File: src/sv/color_gradient_stop_table_defines.svh
// Assertion macros for the gradient stop table.
// Included by the top level; no other dependencies.
`ifndef COLOR_GRADIENT_STOP_TABLE_DEFINES_SVH
`define COLOR_GRADIENT_STOP_TABLE_DEFINES_SVH

// Implication checked on every clock edge outside reset.
`define CGST_ASSERT_IMP(lbl, ante, cons, msg) \
	lbl: assert property (@(posedge clk) disable iff (!arst_n) (ante) |-> (cons)) else $error(msg);

// Next-cycle implication checked outside reset.
`define CGST_ASSERT_NXT(lbl, ante, cons, msg) \
	lbl: assert property (@(posedge clk) disable iff (!arst_n) (ante) |=> (cons)) else $error(msg);

`endif

File: src/sv/cgst_pkg.sv
// Shared types and constants for the gradient stop table.
// No dependencies.
package cgst_pkg;
	localparam int MaxStops = 16;
	localparam int CntW = $clog2(MaxStops + 1);
	localparam int PosW = 17;
	localparam int ChW = 16;

	localparam logic CMD_LOOKUP = 1'b0;
	localparam logic CMD_ADD = 1'b1;

	localparam logic [1:0] ST_LOOKUP = 2'd0;
	localparam logic [1:0] ST_INSERT = 2'd1;
	localparam logic [1:0] ST_REPLACE = 2'd2;
	localparam logic [1:0] ST_FULL = 2'd3;

	typedef struct packed {
		logic [ChW-1:0] a;
		logic [ChW-1:0] b;
		logic [ChW-1:0] g;
		logic [ChW-1:0] r;
	} color_t;

	typedef struct packed {
		logic [PosW-1:0] pos;
		color_t col;
	} stop_t;

	// Per-cell control, driven from the sequencer.
	typedef struct packed {
		logic shift;     // take neighbor's stop (toward cell 0 in a scan, away in an insert)
		logic load;      // load the new stop into the cell
		logic recolor;   // replace color where position matches
	} cell_ctl_t;
endpackage

File: src/sv/cgst_div.sv
// Restoring divider: quotient of a 33-bit numerator by a 17-bit divisor.
// One quotient bit per cycle; depends on cgst_pkg.
module cgst_div import cgst_pkg::*; (
	input  logic                 clk,
	input  logic                 arst_n,
	input  logic                 start,
	input  logic [ChW+PosW-1:0]  num,
	input  logic [PosW-1:0]      den,
	output logic                 done,
	output logic [ChW-1:0]       quo
);
	localparam int NW = ChW + PosW;
	localparam int BW = $clog2(NW + 1);

	logic [NW-1:0] num_q;
	logic [PosW:0] rem_q;
	logic [PosW-1:0] den_q;
	logic [BW-1:0] bits_q;
	logic busy_q;
	logic [PosW:0] trial;
	logic [PosW+1:0] diff;

	assign trial = {rem_q[PosW-1:0], num_q[NW-1]};
	assign diff = {1'b0, trial} - {2'b00, den_q};

	// Shift in one numerator bit each cycle and subtract when it fits.
	always_ff @(posedge clk or negedge arst_n) begin
		if (!arst_n) begin
			busy_q <= 1'b0;
			bits_q <= '0;
			done <= 1'b0;
		end else begin
			done <= 1'b0;
			if (start) begin
				busy_q <= 1'b1;
				bits_q <= BW'(NW);
				num_q <= num;
				den_q <= den;
				rem_q <= '0;
			end else if (busy_q) begin
				if (!diff[PosW+1]) begin
					rem_q <= diff[PosW:0];
					num_q <= {num_q[NW-2:0], 1'b1};
				end else begin
					rem_q <= trial;
					num_q <= {num_q[NW-2:0], 1'b0};
				end
				bits_q <= bits_q - 1'b1;
				if (bits_q == BW'(1)) begin
					busy_q <= 1'b0;
					done <= 1'b1;
				end
			end
		end
	end

	// Quotient fits 16 bits since num < den * 65536.
	assign quo = num_q[ChW-1:0];
endmodule
File: config.mk
export PLATFORM = sky130hd
export DESIGN_NAME = cgst_div
export DESIGN_NICKNAME = d
export VERILOG_FILES = /design/src/sv/color_gradient_stop_table_defines.svh /design/src/sv/cgst_pkg.sv /design/src/sv/cgst_div.sv
export SDC_FILE = /design/constraint.sdc
export NUM_CORES = 1
export LEC_CHECK = 0
export BUFFER_PORTS_ARGS = -buffer_cell sky130_fd_sc_hd__buf_2
export CAP_MARGIN = 20
export CORE_ASPECT_RATIO = 0.9
export CORE_MARGIN = 5
export CORE_UTILIZATION = 40
export DETAILED_ROUTE_END_ITERATION = 10
export GPL_ROUTABILITY_DRIVEN = 1
export PLACE_DENSITY_LB_ADDON = 0.3
export SLEW_MARGIN = 25
export SYNTH_ARGS = -nofsm -noshare
export SYNTH_HDL_FRONTEND = slang
export SYNTH_SLANG_ARGS = --single-unit
File: constraint.sdc
create_clock -name clk -period 3.05 [get_ports clk]
set_clock_uncertainty 0.1 [all_clocks]
set_input_delay 0.1525 -clock clk [delete_from_list [all_inputs] [get_ports clk]]
set_output_delay 0.1525 -clock clk [all_outputs]
set_load 0.01 [all_outputs]
==> summary.md <==
| Metric | Value |
|---|---|
| Outcome | finished clean |
| CP Max Fanout | 18 |
| Via density | 5.14 |
| TritonCTS clock tree | built |
| Main flop type after synthesis | edfxtp_1 |
| Fmax | 353 MHz |
| Die area | roughly 0.013 mm² |
| DRT iter0 DRCs | between 100 and 150 |
| Sum of negative setup slack | 0 ns |
| Clock sinks | 75 |
| Share of layout cells above drive strength 1 | between 30% and 40% |
| Area growth, synth to finish | 20.4% |
| Height of the die | 107 µm |
| # IOs | 70 |
| CP peak stage delay | between 0.4 and 0.5 ns |
| IR drop worst, VDD | 0.000277 V |
| Reg area | around 0.0022 mm² |
| DRC | 0 |
| DRT Wirelength | 8.66 mm |
| Yosys cell types | 51 |
| Post-Syn Area | 0.00422 mm² |
| Final cycle utilization of the critical path | ~93% |
| DP Wirelength | 6.15 mm |
| Diodes inserted | 0 |
| Final cell count without fillers | between 500 and 600 |
| Final-report setup violation count | 0 |
| Mapped Cells | 360 |
| Min cycle time layout | around 2.8 ns |
| Post-synth EDFFs | 67 |
| Row Count | 35 |
| Wire length of the first global-routing pass | ~14 mm |
| Startpoint types | register |
| DP Area | 0.00460 mm² |
| # placed instances | around 540 |
| Resized cells post-CTS | 0 |
| Core area | ~0.01 mm² |
| Post-layout net count | between 500 and 600 |
| Final Hold Fails | 0 |
| Critical Path End Type | register |
| Register area share after synthesis | a little over half |
| Post-DR wirelength/cell | about 15 µm |
| Worst-margin pin slew | around 0.65 ns |
| WP data arrival | 2.90 ns |
| Vias in the first global route | 3049 |
| P_leak | between 2 and 2.5 nW |
| Net Count, Synth | approximately 430 |
| Power Dens Cells | around 750 mW/mm² |
| FF+latch count, synth | 75 |
| Worst path bufs/invs | 1 |
| Clock Root Buffer | clkbuf_16 |
| Die width | 118 µm |
| IO buf count | 69 |
| Post-CTS setup buffers | 0 |
| CTS max path bufs | 2 |
| Vias | roughly 3000 |
| Aggregate global-route resource usage | approximately 14% |
| Async S/R FF share, synth | between 10% and 20% |
| Initial Util | about two fifths |
| Max stage delay cell, worst path | or3b_1 |
| Clock transition at path regs | 0.06 ns |
| Cell family with most CP delay | compound AO/OA/AOI/OAI gates |
| Largest net degree at the start of global routing | 34 |
| Cts hold-fix bufs | 18 |
| Final-layout fill cell count | between 900 and 1000 |
| Critical path data required time | about 3.1 ns |
| Initial antenna violation count | 0 |
| RD Place Congestion | just over 0.8 |
| Hold Crit Class | in -> reg |
| Final hold slack | 0.0149 ns |
| Critical path, cell by cell | inv_1 > ha_1 > fa_1 > nor2b_1 > o211ai_1 > a21oi_2 > o21bai_4 > or3b_1 > a311oi_2 |
| Unrepaired setup endpoints after global routing | false |
| Detailed Routing Iterations Pass 1 | 4 |
| Inserted Clock Buffers | 9 |
| H-tree Lvls | 3 |
| Synth warn | 0 |
| Design area | ~0.0051 mm² |
| Area of the multi-input gates | 0.00174 mm² |
| Slew Limit Fails | 0 |
| Synth Area per Inst | ~12 µm² |
| Gr ovfl total | 0 |
| ANT nets after route | 0 |
| Max Cap Viol | 0 |
| Slew HR | between 50% and 60% |
| Crit Path Class | reg -> reg |
| Worst-Skew Late Latency | between 0.3 and 0.4 ns |
-- sequential cells by signal, summed over array words and instances (netlist names) --
| register | cells |
|---|---|
| done | 1 |
| num_q | 33 |
| bits_q | 6 |
| busy_q | 1 |
| rem_q | 17 |
| den_q | 17 |
-- worst register-to-register path, cell delays in order, from the launching register on --
cell	delay, ns
edfxtp_1	0.35
inv_1	0.05
ha_1	0.21
fa_1	0.40
nor2b_1	0.16
o211ai_1	0.14
a21oi_2	0.36
o21bai_4	0.23
or3b_1	0.43
a311oi_2	0.23
-- cells in the final DEF (no fill, tap or decap), types with 9 or more instances in the layout --
cell	synthesis	final
o21ai_0	13	13
nor2_1	30	30
a21oi_1	14	14
xnor2_1	12	12
mux2_2	33	33
inv_1	24	24
dlygate4sd3_1	0	18
ha_1	19	19
clkbuf_16	0	9
nand2_1	30	30
edfxtp_1	67	67
a311oi_1	9	9
buf_2	2	69
-- synthesized netlist by cell type (2+ instances only) --
master,count,share of area [%]
a32oi_1,3,0.62
clkbuf_1,10,0.89
buf_4,17,3.0
a211oi_1,3,0.53
a21o_1,2,0.36
o21a_1,5,0.89
o211ai_1,2,0.36
mux2_2,33,8.8
nand2_1,30,2.7
nor2_1,30,2.7
o21ai_1,2,0.24
a311oi_1,9,1.9
o21bai_1,2,0.36
and3_1,2,0.30
nand4_1,2,0.30
inv_1,24,2.1
nor3_1,4,0.47
a21oi_2,3,0.62
and4b_1,2,0.47
xnor2_1,12,2.5
a21oi_1,14,1.7
xor2_1,4,0.83
edfxtp_1,67,48
buf_2,2,0.24
a31oi_1,4,0.59
o21ai_0,13,1.5
nor2b_1,6,0.89
nand2b_1,2,0.30
ha_1,19,5.6
dfrtp_1,8,4.7
and2_1,2,0.30
o2111ai_1,3,0.62
-- through the flow --
stage / utilization [%] / setup slack, ns / total power [mW]
floorplan: - / 0.409 / 2.45
global placement: 44.7 / 0.301 / 2.68
detailed placement: 44.7 / 0.255 / 2.72
CTS: 49.3 / 0.228 / 3.83
global route: 49.3 / 0.0497 / 4.05
finish: 49.3 / 0.218 / 3.80
-- final cells by class --
class,count,share of cell area (%)
tap,129,3.18
sequential,75,43.6
multi-input combinational,232,34.3
inverter,24,1.77
timing repair buffer,93,11.2
clock buffer,9,4.44
clock inverter,7,1.50
-- cells by family after synthesis --
family / after synthesis / synth area share, %
adder cells (fa/ha/maj): 20 / 6.11
AO/OA/AOI/OAI: 75 / 13.2
AND/OR/NAND/NOR: 88 / 9.79
buffers and inverters: 53 / 6.29
XOR/XNOR: 16 / 3.32
multiplexers: 33 / 8.81
flip-flops: 75 / 52.5
-- routing by layer --
metal / global-route usage [%] / vias up / share of wire [%]
li1: - / 1456 / -
met5: 0 / - / 0
met3: 3.15 / 12 / 4.5
met2: 23.8 / 77 / 49
met4: 4.91 / 0 / 1.6
met1: 17.6 / 1381 / 44
-- path summary, 6_finish.rpt --
kind	from	end	slack [ns]	depth (start not counted)
worst max-delay path	num_q[32]	rem_q[9]	0.22	9
worst min-delay path	num[6]	num_q[6]	0.01	2
worst max register to register	num_q[32]	rem_q[9]	0.22	9
worst min register to register	num_q[22]	num_q[23]	0.44	1
max in group asynchronous	arst_n	done	2.37	2
min in group asynchronous	arst_n	bits_q[0]	0.18	2
-- power breakdown --
group | switching [mW] | total, mW | internal (mW)
logic | 0.697 | 1.25 | 0.550
registers | 0.129 | 1.48 | 1.35
clock network | 0.440 | 1.08 | 0.638
total | 1.27 | 3.80 | 2.54
Power figures use the tool's default switching activity.
